File: src/rtl/task_ready_list_defines.svh
// assertion macros for the task ready list
`ifndef TASK_READY_LIST_DEFINES_SVH
`define TASK_READY_LIST_DEFINES_SVH

`ifndef ASSERT_OFF

// checked only while the block is out of reset
`define TRL_ASSERT(lbl, prop, msg) \
    lbl: assert property (@(posedge i_clk) disable iff (!i_rst_n) prop) else $error(msg);

// checked at every edge, reset included
`define TRL_ASSERT_ALWAYS(lbl, prop, msg) \
    lbl: assert property (@(posedge i_clk) prop) else $error(msg);

`else

`define TRL_ASSERT(lbl, prop, msg)
`define TRL_ASSERT_ALWAYS(lbl, prop, msg)

`endif

`endif

File: src/rtl/trl_pkg.sv
`default_nettype none

package trl_pkg;

    // list geometry
    localparam int NUM_TASKS = 32;
    localparam int TASK_W    = $clog2(NUM_TASKS);
    localparam int LINK_W    = TASK_W + 1;

    // link value for "none" and head or tail value for "empty"
    localparam logic [LINK_W-1:0] NONE_LINK = LINK_W'(NUM_TASKS);

    // requested action
    localparam logic ACT_APPEND = 1'b0;
    localparam logic ACT_REMOVE = 1'b1;

    // stream widths
    localparam int S_TDATA_W = 8;
    localparam int S_TUSER_W = 1;
    localparam int M_TDATA_W = 24;

    // controller states
    typedef enum logic [0:0] {
        S_IDLE,
        S_EXEC
    } t_state;

    // controller to datapath
    typedef struct packed {
        logic load;
        logic commit;
    } t_cmd;

    // datapath to controller
    typedef struct packed {
        logic out_free;
    } t_status;

endpackage

`default_nettype wire

File: src/rtl/task_ready_list.sv
// task ready list: append or remove a task, report head, tail, count and refusal
// result is registered: the request is captured on input transfer and the result
// register is loaded on commit, which waits while an earlier result is held unread
// one item at a time, set by the read then write of the link memories
// reset (i_rst_n low, synchronous): list empty, membership bits and count cleared,
// no result pending; link memories are not cleared and take items right after reset
`default_nettype none

module task_ready_list
    import trl_pkg::*;
(
    input  wire logic                 i_clk,
    input  wire logic                 i_rst_n,
    input  wire logic                 i_s_tvalid,
    output logic                      o_s_tready,
    input  wire logic [S_TDATA_W-1:0] i_s_tdata,  // task_number[4:0], zero fill
    input  wire logic [S_TUSER_W-1:0] i_s_tuser,  // action[0]
    output logic                      o_m_tvalid,
    input  wire logic                 i_m_tready,
    output logic [M_TDATA_W-1:0]      o_m_tdata   // head_task, tail_task, task_count,
                                                  // refused, zero fill
);

    t_cmd              cmd;
    t_status           status;
    logic [LINK_W-1:0] head_task;
    logic [LINK_W-1:0] tail_task;
    logic [LINK_W-1:0] task_count;
    logic              refused;

    // sequencing of one item at a time
    trl_ctrl u_ctrl (
        .i_clk      (i_clk),
        .i_rst_n    (i_rst_n),
        .i_s_tvalid (i_s_tvalid),
        .o_s_tready (o_s_tready),
        .i_status   (status),
        .o_cmd      (cmd)
    );

    // links, list state and result register
    trl_datapath u_datapath (
        .i_clk        (i_clk),
        .i_rst_n      (i_rst_n),
        .i_action     (i_s_tuser[0]),
        .i_task       (i_s_tdata[TASK_W-1:0]),
        .i_cmd        (cmd),
        .o_status     (status),
        .i_m_tready   (i_m_tready),
        .o_m_tvalid   (o_m_tvalid),
        .o_head_task  (head_task),
        .o_tail_task  (tail_task),
        .o_task_count (task_count),
        .o_refused    (refused)
    );

    // pack result fields from the lowest bit up
    assign o_m_tdata = {{(M_TDATA_W - 3*LINK_W - 1){1'b0}},
                        refused, task_count, tail_task, head_task};

endmodule

`default_nettype wire

File: src/rtl/trl_ctrl.sv
`default_nettype none

module trl_ctrl
    import trl_pkg::*;
(
    input  wire logic    i_clk,
    input  wire logic    i_rst_n,
    input  wire logic    i_s_tvalid,
    output logic         o_s_tready,
    input  wire t_status i_status,
    output t_cmd         o_cmd
);

    t_state r_state;
    t_state n_state;

    // state register
    always_ff @(posedge i_clk) begin
        if (!i_rst_n) begin
            r_state <= S_IDLE;
        end else begin
            r_state <= n_state;
        end
    end

    // next state
    always_comb begin
        n_state = r_state;
        case (r_state)
            S_IDLE: begin
                if (i_s_tvalid) begin
                    n_state = S_EXEC;
                end
            end
            S_EXEC: begin
                if (i_status.out_free) begin
                    n_state = S_IDLE;
                end
            end
            default: begin
                n_state = S_IDLE;
            end
        endcase
    end

    // commands
    always_comb begin
        o_s_tready   = 1'b0;
        o_cmd.load   = 1'b0;
        o_cmd.commit = 1'b0;
        case (r_state)
            S_IDLE: begin
                o_s_tready = 1'b1;
                o_cmd.load = i_s_tvalid;
            end
            S_EXEC: begin
                o_cmd.commit = i_status.out_free;
            end
            default: begin
                o_s_tready = 1'b0;
            end
        endcase
    end

endmodule

`default_nettype wire

File: src/rtl/trl_datapath.sv
`default_nettype none

`include "task_ready_list_defines.svh"

module trl_datapath
    import trl_pkg::*;
(
    input  wire logic              i_clk,
    input  wire logic              i_rst_n,
    input  wire logic              i_action,
    input  wire logic [TASK_W-1:0] i_task,
    input  wire t_cmd              i_cmd,
    output t_status                o_status,
    input  wire logic              i_m_tready,
    output logic                   o_m_tvalid,
    output logic [LINK_W-1:0]      o_head_task,
    output logic [LINK_W-1:0]      o_tail_task,
    output logic [LINK_W-1:0]      o_task_count,
    output logic                   o_refused
);

    // link memories, entries only meaningful for listed tasks
    logic [LINK_W-1:0] mem_next [NUM_TASKS];
    logic [LINK_W-1:0] mem_prev [NUM_TASKS];

    // captured request and registered link reads
    logic              r_action;
    logic [TASK_W-1:0] r_task;
    logic [LINK_W-1:0] r_rd_next;
    logic [LINK_W-1:0] r_rd_prev;

    // list state
    logic [NUM_TASKS-1:0] r_member;
    logic [LINK_W-1:0]    r_head;
    logic [LINK_W-1:0]    r_tail;
    logic [LINK_W-1:0]    r_count;
    logic [NUM_TASKS-1:0] n_member;
    logic [LINK_W-1:0]    n_head;
    logic [LINK_W-1:0]    n_tail;
    logic [LINK_W-1:0]    n_count;

    // result register
    logic              r_out_valid;
    logic [LINK_W-1:0] r_out_head;
    logic [LINK_W-1:0] r_out_tail;
    logic [LINK_W-1:0] r_out_count;
    logic              r_out_refused;

    // link update work
    logic              is_member;
    logic              do_append;
    logic              do_remove;
    logic [LINK_W-1:0] task_link;
    logic [LINK_W-1:0] nx;
    logic [LINK_W-1:0] pv;
    logic              w_next_en;
    logic [TASK_W-1:0] w_next_addr;
    logic [LINK_W-1:0] w_next_data;
    logic              w_prev_en;
    logic [TASK_W-1:0] w_prev_addr;
    logic [LINK_W-1:0] w_prev_data;

    // capture request and read its links on input transfer
    always_ff @(posedge i_clk) begin
        if (i_cmd.load) begin
            r_action  <= i_action;
            r_task    <= i_task;
            r_rd_next <= mem_next[i_task];
            r_rd_prev <= mem_prev[i_task];
        end
    end

    // tail has no next and head has no prev, whatever the memory holds
    always_comb begin
        task_link = {1'b0, r_task};
        is_member = r_member[r_task];
        do_append = (r_action == ACT_APPEND) && !is_member;
        do_remove = (r_action == ACT_REMOVE) && is_member;
        nx        = (r_tail == task_link) ? NONE_LINK : r_rd_next;
        pv        = (r_head == task_link) ? NONE_LINK : r_rd_prev;
    end

    // next list state and link writes
    always_comb begin
        n_member    = r_member;
        n_head      = r_head;
        n_tail      = r_tail;
        n_count     = r_count;
        w_next_en   = 1'b0;
        w_next_addr = r_tail[TASK_W-1:0];
        w_next_data = task_link;
        w_prev_en   = 1'b0;
        w_prev_addr = r_task;
        w_prev_data = r_tail;
        if (do_append) begin
            if (r_head == NONE_LINK) begin
                n_head = task_link;
            end else begin
                w_next_en = 1'b1;
            end
            w_prev_en        = 1'b1;
            n_tail           = task_link;
            n_member[r_task] = 1'b1;
            n_count          = r_count + LINK_W'(1);
        end else if (do_remove) begin
            if (r_head == task_link) begin
                n_head = nx;
            end
            if (r_tail == task_link) begin
                n_tail = pv;
            end
            // neighbors bypass the removed task
            if (nx != NONE_LINK) begin
                w_prev_en   = 1'b1;
                w_prev_addr = nx[TASK_W-1:0];
                w_prev_data = pv;
            end
            if (pv != NONE_LINK) begin
                w_next_en   = 1'b1;
                w_next_addr = pv[TASK_W-1:0];
                w_next_data = nx;
            end
            n_member[r_task] = 1'b0;
            if (r_count != '0) begin
                n_count = r_count - LINK_W'(1);
            end
        end
    end

    // link memory writes
    always_ff @(posedge i_clk) begin
        if (i_cmd.commit && w_next_en) begin
            mem_next[w_next_addr] <= w_next_data;
        end
        if (i_cmd.commit && w_prev_en) begin
            mem_prev[w_prev_addr] <= w_prev_data;
        end
    end

    // list state registers
    always_ff @(posedge i_clk) begin
        if (!i_rst_n) begin
            r_member <= '0;
            r_head   <= NONE_LINK;
            r_tail   <= NONE_LINK;
            r_count  <= '0;
        end else if (i_cmd.commit) begin
            r_member <= n_member;
            r_head   <= n_head;
            r_tail   <= n_tail;
            r_count  <= n_count;
        end
    end

    // result valid
    always_ff @(posedge i_clk) begin
        if (!i_rst_n) begin
            r_out_valid <= 1'b0;
        end else if (i_cmd.commit) begin
            r_out_valid <= 1'b1;
        end else if (i_m_tready) begin
            r_out_valid <= 1'b0;
        end
    end

    // result payload
    always_ff @(posedge i_clk) begin
        if (i_cmd.commit) begin
            r_out_head    <= n_head;
            r_out_tail    <= n_tail;
            r_out_count   <= n_count;
            r_out_refused <= !(do_append || do_remove);
        end
    end

    assign o_status.out_free = !r_out_valid || i_m_tready;
    assign o_m_tvalid        = r_out_valid;
    assign o_head_task       = r_out_head;
    assign o_tail_task       = r_out_tail;
    assign o_task_count      = r_out_count;
    assign o_refused         = r_out_refused;

    // list bookkeeping stays consistent
    `TRL_ASSERT(a_count_range, (r_count <= LINK_W'(NUM_TASKS)), "task count beyond list size")
    `TRL_ASSERT(a_count_members, ($countones(r_member) == int'(r_count)), "count differs from members")
    `TRL_ASSERT(a_empty_head, ((r_count == '0) == (r_head == NONE_LINK)), "head and count disagree")
    `TRL_ASSERT(a_empty_tail, ((r_head == NONE_LINK) == (r_tail == NONE_LINK)), "head and tail disagree")
    `TRL_ASSERT_ALWAYS(a_commit_room, (!i_cmd.commit || !r_out_valid || i_m_tready), "result overwritten")

endmodule

`default_nettype wire

File: config.mk
export PLATFORM = sky130hd
export DESIGN_NAME = task_ready_list
export DESIGN_NICKNAME = d
export VERILOG_FILES = /design/src/rtl/trl_pkg.sv /design/src/rtl/task_ready_list.sv /design/src/rtl/trl_ctrl.sv /design/src/rtl/trl_datapath.sv
export VERILOG_INCLUDE_DIRS = /design/src /design/src/rtl
export SDC_FILE = /design/constraint.sdc
export NUM_CORES = 1
export LEC_CHECK = 0
export BUFFER_PORTS_ARGS = -buffer_cell sky130_fd_sc_hd__buf_2
export CAP_MARGIN = 30
export CELL_PAD_IN_SITES_DETAIL_PLACEMENT = 2
export CELL_PAD_IN_SITES_GLOBAL_PLACEMENT = 2
export CORE_AREA = 2 2 243 245
export CTS_CLUSTER_SIZE = 24
export DETAILED_ROUTE_END_ITERATION = 6
export DIE_AREA = 0 0 245 247
export PLACE_DENSITY_LB_ADDON = 0.1
export SLEW_MARGIN = 20
export SYNTH_ARGS = -nofsm -noshare
export SYNTH_HDL_FRONTEND = slang
export SYNTH_HIERARCHICAL = 1
export SYNTH_SLANG_ARGS = --single-unit
File: constraint.sdc
create_clock -name i_clk -period 6.3 [get_ports i_clk]
set_input_delay 0.315 -clock i_clk [delete_from_list [all_inputs] [get_ports i_clk]]
set_output_delay 0.315 -clock i_clk [all_outputs]
set_load 0.005 [all_outputs]
==> results_dict.tcl, run 1 <==
set metrics [dict create \
    outcome "finished, final reports clean" \
    dpl-instance-area_um2 21600 \
    clk_pin_slew_worst_paths_ns 0.06 \
    antenna_cells_inserted 0 \
    synthesized_cell_area_um2 20100 \
    finalHoldViolations 0 \
    grt_util_all_layers 0.193 \
    setup_violations 0 \
    synth_async_sr_flop_share 0 \
    viasPerCell 5.33 \
    syn_to_final_growth_pct 16.5 \
    synth.area.top_cells "edfxtp_1 63%, mux4_2 12%, dfxtp_1 5.2%" \
    dp_slack_ns 1.31 \
    netlist_instances 1261 \
    finalHoldWorstSlack_ns 0.0534 \
    number_of_synthesized_flops_with_an_enable_pin 421 \
    worst_setup_path_start_kind "flop" \
    ctsRootBufferMaster "clkbuf_16" \
    power_total_mw 6.92 \
    cell_count_post_placement 2074 \
    cpPeakStageDelay_ns 0.79 \
    worst_hold_path_type "input port to flop" \
    grt_pass1_vias 12800 \
    postSynth.topFlopCell "edfxtp_1" \
    yosysTopAreaCellShare 0.629 \
    final_cell_area_um2 23400 \
    required_ns 6.61 \
    row_count 89 \
    min_period_over_period 0.775 \
    data_arrival_time_at_the_worst_slack_endpoint_ns 5.19 \
    synth-seq-area-share 0.681 \
    critPathKind "flop to flop" \
    synthDominantAreaCellType "edfxtp_1" \
    tightest_slew_ns 0.972 \
    floorplan.die.height_um 247 \
    cp_slowest_cell "edfxtp_1" \
    via_count 11700 \
    global_route.overflow_total 0 \
    total_of_max_cap_violations 0 \
    max_freq_mhz 205 \
    detail-route-antenna-nets 0 \
    drt-initial-drc-count 807 \
    core_area_um2 58200 \
    fin_nets 1386 \
    firstDrtPassIters 5 \
    drc 0 \
    total_routed_length_mm 57.0 \
    setup_repair_after_global_routing_missed_its_margin "no" \
    fin_util 0.402 \
    fin_worst_skew_ns 0.0204 \
    tns_ns 0 \
    power.leakage_nw 7.77 \
    endpoint_kind "flop" \
    finalWorstSetupSlack_ns 1.42 \
    drive_gt1_frac 0.269 \
    cp_bufs_invs 1 \
    max-clock-path-buffers 3 \
    clkLatencyLatePin_ns 0.61 \
    power-per-cell-area_nw_per_um2 296 \
    crit_chain "mux4_2 > a22oi_1 > nand2_1 > nor3_1 > ha_2 > and2_1 > nor3_1 > a22oi_1 > o21ai_1 > nor3_1 > buf_2" \
    grt_antenna_before_repair 0 \
    grt_start_max_net_pins 57 \
    cts_post_setup_buffers_inserted 0 \
    number_of_buffers_added_to_fix_hold_violations_after_cts 1 \
    path_delay_family "simple AND/OR/NAND/NOR gates" \
    post_cts_resized 0 \
    final_period_minus_worst_setup_slack_ns 4.88 \
    start_util 0.345 \
    slew_violations 0 \
    max-vdd-ir-drop_mv 0.181 \
    die-area_um2 60500 \
    dp.final_hpwl_mm 37.0 \
    cts-buffers-inserted 54 \
    ys_ff_latch 473 \
    ioPinCount 39 \
    maximum_net_fanout_on_the_critical_path 12 \
    instances_no_fill 2187 \
    clock-sinks 473 \
    maxSlewHeadroom 0.349 \
    ctsHtreeMaxLevel 2 \
    ys.warnings.count 6 \
    port-buffer-count 30 \
    synthesis.area_per_instance_um2 15.9 \
    yosysUniqueCellTypes 68 \
    die-width_um 245 \
    grt_first_pass_wirelength_mm 85.9 \
    post_drt_wl_per_cell_um 26.1 \
    cts_tree "done" \
    globalplace.congestion 0.787 \
    cp_common_cell "nor3_1" \
]
## flip-flops by register name, indices dropped and copies added (netlist names), 5 cells and up, named ones only
name / count
u_datapath/r_rd_next: 6
u_datapath/o_head_task: 6
u_datapath/mem_next: 192
u_datapath/r_head: 6
u_datapath/r_rd_prev: 6
u_datapath/o_tail_task: 6
u_datapath/r_tail: 6
u_datapath/o_task_count: 6
u_datapath/r_task: 5
u_datapath/r_count: 6
u_datapath/mem_prev: 192
## cell usage after synthesis, types with 3 or more instances
master / number
or3_1: 3
inv_1: 16
a22oi_1: 4
o211a_1: 5
xnor2_1: 6
and3_1: 3
edfxtp_1: 421
a31oi_1: 5
xor2_1: 8
mux4_2: 104
a21oi_1: 60
nor4_1: 27
mux2i_1: 33
a2bb2oi_1: 3
nand2_1: 111
nand4_1: 4
o21ai_0: 22
ha_1: 5
dfxtp_1: 52
buf_4: 11
nand2b_1: 5
o22ai_1: 13
mux2_2: 38
nor2b_1: 11
nor3_1: 51
a221oi_1: 13
nor2_1: 52
clkbuf_1: 58
a32oi_1: 6
a21o_1: 6
o211ai_1: 8
o221ai_1: 3
buf_2: 21
nand3_1: 26
and2_1: 8
## worst reg2reg max path, stage by stage (launching register included)
cell and delay [ns]:
edfxtp_1 0.79, mux4_2 0.59, a22oi_1 0.23, nand2_1 0.11, nor3_1 0.25, ha_2 0.30, and2_1 0.37, nor3_1 0.09
a22oi_1 0.38, o21ai_1 0.43, nor3_1 0.77, buf_2 0.28
## final timing paths
path                                                startpoint                                   end  slack (ns)  depth (start not counted)
worst max-delay path            u_datapath/r_task[0]$_DFFE_PP_  u_datapath/mem_prev[23][0]$_DFFE_PP_        1.42                         11
worst max register to register  u_datapath/r_task[0]$_DFFE_PP_  u_datapath/mem_prev[23][0]$_DFFE_PP_        1.42                         11
worst min-delay path                                   i_rst_n     u_datapath/r_head[5]$_SDFFE_PN1P_        0.05                          2
worst min register to register                            flop                                  flop        0.46                          2
## placed cells by master, fill, tap and decap left out, types with 9 or more instances in the layout
cell       netlist  routed
edfxtp_1       421     421
nand2_1        111     111
mux4_2         104     104
buf_4           11      93
a21oi_1         60      60
clkbuf_16        0      54
dfxtp_1         52      52
nor2_1          52      51
nor3_1          51      49
buf_2           21      39
mux2_2          38      38
mux2i_1         33      33
nand3_1         26      26
nor4_1          27      25
inv_1           16      16
o21ai_0         22      16
clkbuf_1        58      15
a221oi_1        13      13
o22ai_1         13      13
clkinv_1         1      11
nor2b_1         11      10
clkinv_2         0       9
## where the power goes
part	switching [mW]	internal (mW)
sequential	0.0355	3.43
clock	1.29	1.79
combinational	0.246	0.130
total	1.57	5.35
## final cells by class
class / count / area, µm²
sequential: 473 / 13700
timing repair buffer: 138 / 957
inverter: 17 / 63.8
fill: 5590 / 34800
clock inverter: 33 / 314
clock buffer: 69 / 1410
tap: 773 / 967
multi-input combinational: 684 / 6000
## cells by family (layout without fill, tap and decap cells)
group / count (synthesis) / after routing / synth area share
flip-flops: 473 / 473 / 0.681
AND/OR/NAND/NOR: 314 / 314 / 0.0748
multiplexers: 175 / 175 / 0.154
AO/OA/AOI/OAI: 171 / 171 / 0.0566
buffers and inverters: 108 / 257 / 0.0235
XOR/XNOR: 14 / 14 / 0.00611
adder cells (fa/ha/maj): 5 / 5 / 0.00311
other: 1 / 5 / 0.000187
## per-layer routing
metal	share of wire	GRT usage	up-vias
met5	0	0	-
met2	0.49	0.323	173
met4	0.018	0.0454	0
met3	0.031	0.0284	71
li1	-	-	5212
met1	0.46	0.264	6196
No activity file was read; power rests on OpenSTA's default activity.
==> run 2: changes to the inputs <==
==> constraint.sdc (replaced) <==
create_clock -name i_clk -period 4.8 [get_ports i_clk]
set_input_delay 0.24 -clock i_clk [delete_from_list [all_inputs] [get_ports i_clk]]
set_output_delay 0.24 -clock i_clk [all_outputs]
set_load 0.005 [all_outputs]
==> results_dict.tcl, run 2 (synthesized netlist as in run 1, its figures left out) <==
set metrics [dict create \
    outcome "finished, final reports clean" \
    clock-sinks 473 \
    setup_repair_after_global_routing_missed_its_margin "no" \
    max-clock-path-buffers 3 \
    post_drt_wl_per_cell_um 25.9 \
    die-area_um2 60500 \
    seqPwrFrac 0.506 \
    internal_portion_of_total_power_mw 6.94 \
    mostFrequentLayoutCell "edfxtp_1" \
    cts_tree "done" \
    power-per-cell-area_nw_per_um2 381 \
    grt_antenna_before_repair 0 \
    worst_hold_path_type "input port to flop" \
    port-buffer-count 30 \
    fin_worst_skew_ns 0.0263 \
    ioPinCount 39 \
    core_area_um2 58200 \
    globalplace.congestion 0.788 \
    detail-route-antenna-nets 0 \
    tns_ns 0 \
    viasPerCell 5.34 \
    drt-initial-drc-count 795 \
    clkLatencyLatePin_ns 0.62 \
    netSwitchingPower_mw 2.04 \
    met3WireLength_mm 1.88 \
    syn_to_final_growth_pct 17.4 \
    met1Wirelength_mm 25.9 \
    finalHoldViolations 0 \
    setup_violations 0 \
    endpoint_kind "flop" \
    slew_violations 0 \
    min_period_over_period 0.904 \
    floorplan.die.height_um 247 \
    firstDrtPassIters 5 \
    dp.final_hpwl_mm 37.9 \
    final_cell_area_um2 23600 \
    max_freq_mhz 230 \
    worst_setup_path_start_kind "flop" \
    antenna_cells_inserted 0 \
    clk_pin_slew_worst_paths_ns 0.06 \
    grt_pass1_vias 12800 \
    maximum_net_fanout_on_the_critical_path 22 \
    critPathKind "flop to flop" \
    cts-buffers-inserted 52 \
    row_count 89 \
    grt_start_max_net_pins 42 \
    met2RoutedLength_mm 28.2 \
    global_route.overflow_total 0 \
    total_routed_length_mm 57.0 \
    power.leakage_nw 7.85 \
    ctsHtreeMaxLevel 2 \
    power_frac_comb 0.057 \
    power_switching_share 0.228 \
    dp_slack_ns 0.144 \
    grt_util_all_layers 0.193 \
    total_of_max_cap_violations 0 \
    data_arrival_time_at_the_worst_slack_endpoint_ns 4.66 \
    post_cts_resized 0 \
    final_period_minus_worst_setup_slack_ns 4.34 \
    topRoutingLayerUsed "met4" \
    max-vdd-ir-drop_mv 0.242 \
    fin_nets 1405 \
    via_count 11800 \
    dpl-instance-area_um2 21800 \
    ctsRootBufferMaster "clkbuf_16" \
    tightest_slew_ns 1.13 \
    die-width_um 245 \
    finalWorstSetupSlack_ns 0.459 \
    grt_first_pass_wirelength_mm 86.0 \
    start_util 0.345 \
    layout.cells.most_common_list "421 x edfxtp_1, 121 x buf_4, 111 x nand2_1" \
    maxSlewHeadroom 0.246 \
    clkPwrFrac 0.437 \
    drive_gt1_frac 0.275 \
    drc 0 \
    largest_registers "u_datapath/mem_next x192, u_datapath/mem_prev x192" \
    required_ns 5.12 \
]
[run 2: cell count changes in the layout (fill, tap and decap cells not counted), moves of 3 or more]
cell | before | now
buf_12 | 0 | 4
clkbuf_1 | 15 | 12
clkinv_1 | 11 | 17
inv_6 | 3 | 0
buf_4 | 93 | 121
buf_2 | 39 | 29
clkinv_2 | 9 | 4
[run 2: path summary, 6_finish.rpt]
check	from	end	slack [ns]	cells past startpoint
worst min register to register	flop	flop	0.46	2
worst max-delay path	u_datapath/r_task[1]$_DFFE_PP_	u_datapath/mem_next[20][4]$_DFFE_PP_	0.46	12
worst max register to register	u_datapath/r_task[1]$_DFFE_PP_	u_datapath/mem_next[20][4]$_DFFE_PP_	0.46	12
worst min-delay path	i_s_tdata[4]	u_datapath/r_task[4]$_DFFE_PP_	0.07	1
[run 2: per-layer routing]
metal / vias to the layer above / GRT usage
li1: 5245 / -
met1: 6262 / 0.263
met2: 187 / 0.325
met3: 58 / 0.0293
met4: 0 / 0.0443
met5: - / 0
[run 2: stage by stage]
stage          hold WS (ns)  utilization  instances  total power, mW
3_3_place_gp          0.420        0.374       2094             5.13
3_5_place_dp          0.426        0.374       2095             5.15
4_1_cts              0.0478        0.404       2194             9.11
6_report             0.0737        0.405       2202             8.98
2_1_floorplan         0.339            -       1265             4.93
5_1_grt              0.0571        0.405       2202             9.30
[run 2: layout make-up]
type	instances	area (µm²)
fillers	5664	34700
clock buffers	66	1370
multi-input cells	684	6010
clock inverters	30	293
repair buffers	159	1180
well taps	773	967
inverters	17	63.8
flip-flops and latches	473	13700
[run 2: timing repair]
action	in CTS	in global routing
hold endpoints to repair	10	0
buffers inserted	0	4
hold buffers	3	0
endpoints found under the setup margin	0	52
[run 2: worst max-delay path, cell delays in order, from the launching register on]
cell and delay (ns):
edfxtp_1 0.68, mux4_2 0.39, a22oi_1 0.27, nand2_1 0.12, or3_1 0.40, ha_1 0.23
nor2b_1 0.16, buf_4 0.19, o211ai_1 0.17, buf_4 0.36, a32oi_1 0.33, nor4_1 0.49
buf_4 0.24
[run 2: power by group through the flow]
stage          Clock, mW  Sequential, mW  Combinational [mW]
2_1_floorplan          0            4.61               0.317
4_1_cts             4.05            4.55               0.514
5_1_grt             4.20            4.55               0.557
6_report            3.92            4.55               0.512
3_5_place_dp           0            4.64               0.510
3_3_place_gp           0            4.63               0.499
==> run 3: changes to the inputs <==
--- a/config.mk
+++ b/config.mk
@@ -7,7 +7,6 @@
 export NUM_CORES = 1
 export LEC_CHECK = 0
 export BUFFER_PORTS_ARGS = -buffer_cell sky130_fd_sc_hd__buf_2
-export CAP_MARGIN = 30
 export CELL_PAD_IN_SITES_DETAIL_PLACEMENT = 2
 export CELL_PAD_IN_SITES_GLOBAL_PLACEMENT = 2
 export CORE_AREA = 2 2 243 245
==> constraint.sdc (replaced) <==
create_clock -name i_clk -period 4.3 [get_ports i_clk]
set_input_delay 0.215 -clock i_clk [delete_from_list [all_inputs] [get_ports i_clk]]
set_output_delay 0.215 -clock i_clk [all_outputs]
set_load 0.005 [all_outputs]
==> results_dict.tcl, run 3 (synthesized netlist as in run 1, its figures left out) <==
set metrics [dict create \
    outcome "finished, final reports clean" \
    cell_count_post_placement 2097 \
    seqPwrFrac 0.499 \
    worst_setup_path_start_kind "flop" \
    worst_hold_path_type "input port to flop" \
    finalWorstSetupSlack_ns 0.227 \
    floorplan.die.height_um 247 \
    die-area_um2 60500 \
    max-vdd-ir-drop_mv 0.269 \
    row_count 89 \
    fin_util 0.406 \
    core_area_um2 58200 \
    power.leakage_nw 7.89 \
    data_arrival_time_at_the_worst_slack_endpoint_ns 4.38 \
    clkLatencyLatePin_ns 0.62 \
    clock-sinks 473 \
    required_ns 4.61 \
    post_drt_wl_per_cell_um 26.1 \
    final_cell_area_um2 23600 \
    power_switching_share 0.225 \
    drive_gt1_frac 0.281 \
    setup_violations 0 \
    grt_antenna_before_repair 0 \
    finalHoldViolations 0 \
    power_total_mw 10.2 \
    slew_violations 0 \
    nFillCells 5684 \
    critPathKind "flop to flop" \
    port-buffer-count 30 \
    dp.final_hpwl_mm 37.5 \
    max-clock-path-buffers 3 \
    final_period_minus_worst_setup_slack_ns 4.07 \
    drt-initial-drc-count 681 \
    clkPwrFrac 0.445 \
    fin_worst_skew_ns 0.0253 \
    largest_registers "u_datapath/mem_next x192, u_datapath/mem_prev x192" \
    global_route.overflow_total 0 \
    power_frac_comb 0.056 \
    power-per-cell-area_nw_per_um2 430 \
    grt_util_all_layers 0.194 \
    globalplace.congestion 0.750 \
    die-width_um 245 \
    ctsHtreeMaxLevel 2 \
    syn_to_final_growth_pct 17.7 \
    mostFrequentLayoutCell "edfxtp_1" \
    finalHoldWorstSlack_ns 0.0792 \
    setup_repair_after_global_routing_missed_its_margin "no" \
    cts-buffers-inserted 53 \
    ioPinCount 39 \
    instances_no_fill 2204 \
    endpoint_kind "flop" \
    firstDrtPassIters 5 \
    tns_ns 0 \
    total_routed_length_mm 57.5 \
    layout.cells.most_common_list "421 x edfxtp_1, 123 x buf_4, 111 x nand2_1" \
    fin_nets 1407 \
    dpl-instance-area_um2 21800 \
    grt_first_pass_wirelength_mm 86.1 \
    grt_start_max_net_pins 57 \
    via_count 11900 \
    viasPerCell 5.42 \
    netSwitchingPower_mw 2.29 \
    maxSlewHeadroom 0.218 \
    min_period_over_period 0.947 \
    antenna_cells_inserted 0 \
    cts_tree "done" \
    total_of_max_cap_violations 0 \
    grt_pass1_vias 12800 \
    ctsRootBufferMaster "clkbuf_16" \
    drc 0 \
    max_freq_mhz 246 \
    maximum_net_fanout_on_the_critical_path 12 \
    clk_pin_slew_worst_paths_ns 0.06 \
    tightest_slew_ns 1.17 \
    dp_slack_ns -0.107 \
    detail-route-antenna-nets 0 \
    start_util 0.345 \
    internal_portion_of_total_power_mw 7.87 \
]
run 3: cell types whose count changed in the layout (fill, tap and decap cells not counted), sizes merged:
| cell | change |
|---|---|
| inv | -1 |
| clkbuf | -2 |
| bufinv | +2 |
| buf | +2 |
| clkinv | +1 |
run 3: repair_timing:
action / 4_1_cts / 5_1_grt
endpoints found under the hold margin: 12 / 0
gates resized for setup: 1 / 4
hold buffers: 3 / 0
setup buffers: 0 / 5
pin swaps: 0 / 0
setup endpoints to repair: 96 / 109
run 3: power groups by stage:
stage               clock [mW]  combinational [mW]  sequential, mW
finish                    4.51               0.568            5.07
detailed placement           0               0.571            5.17
global placement             0               0.559            5.17
CTS                       4.65               0.574            5.07
global route              4.81               0.616            5.07
floorplan                    0               0.354            5.15
run 3: area by class of cell:
cell class	count	area (µm²)	share of cell area
inverter	17	63.8	0.00270
timing repair buffer	160	1180	0.0500
clock inverter	32	330	0.0140
sequential	473	13700	0.579
multi-input combinational	684	6020	0.255
clock buffer	65	1380	0.0585
tap	773	967	0.0409
run 3: layer usage:
metal,up-vias,track usage,wire length [µm]
li1,5248,-,-
met3,77,0.0273,2150
met5,-,0,0
met2,215,0.322,28000
met4,0,0.0613,1290
met1,6397,0.263,26100
run 3: final timing paths:
kind,startpoint,endpoint,slack (ns),cells after the start
hold / removal,i_s_tdata[0],u_datapath/r_task[0]$_DFFE_PP_,0.08,1
setup reg to reg,u_datapath/r_task[0]$_DFFE_PP_,u_datapath/mem_next[24][2]$_DFFE_PP_,0.23,14
hold reg to reg,flop,flop,0.47,2
setup / recovery,u_datapath/r_task[0]$_DFFE_PP_,u_datapath/mem_next[24][2]$_DFFE_PP_,0.23,14
run 3: worst max-delay path: stages, from the launching register on:
cell and delay [ns]:
edfxtp_1 0.35, buf_4 0.22, mux4_2 0.51, a22oi_1 0.25
nand2_1 0.12, or3_1 0.39, ha_1 0.20, nor2b_1 0.13
buf_4 0.19, o211ai_1 0.21, buf_6 0.23, a32oi_1 0.20
buf_4 0.27, nor4_1 0.26, buf_4 0.21
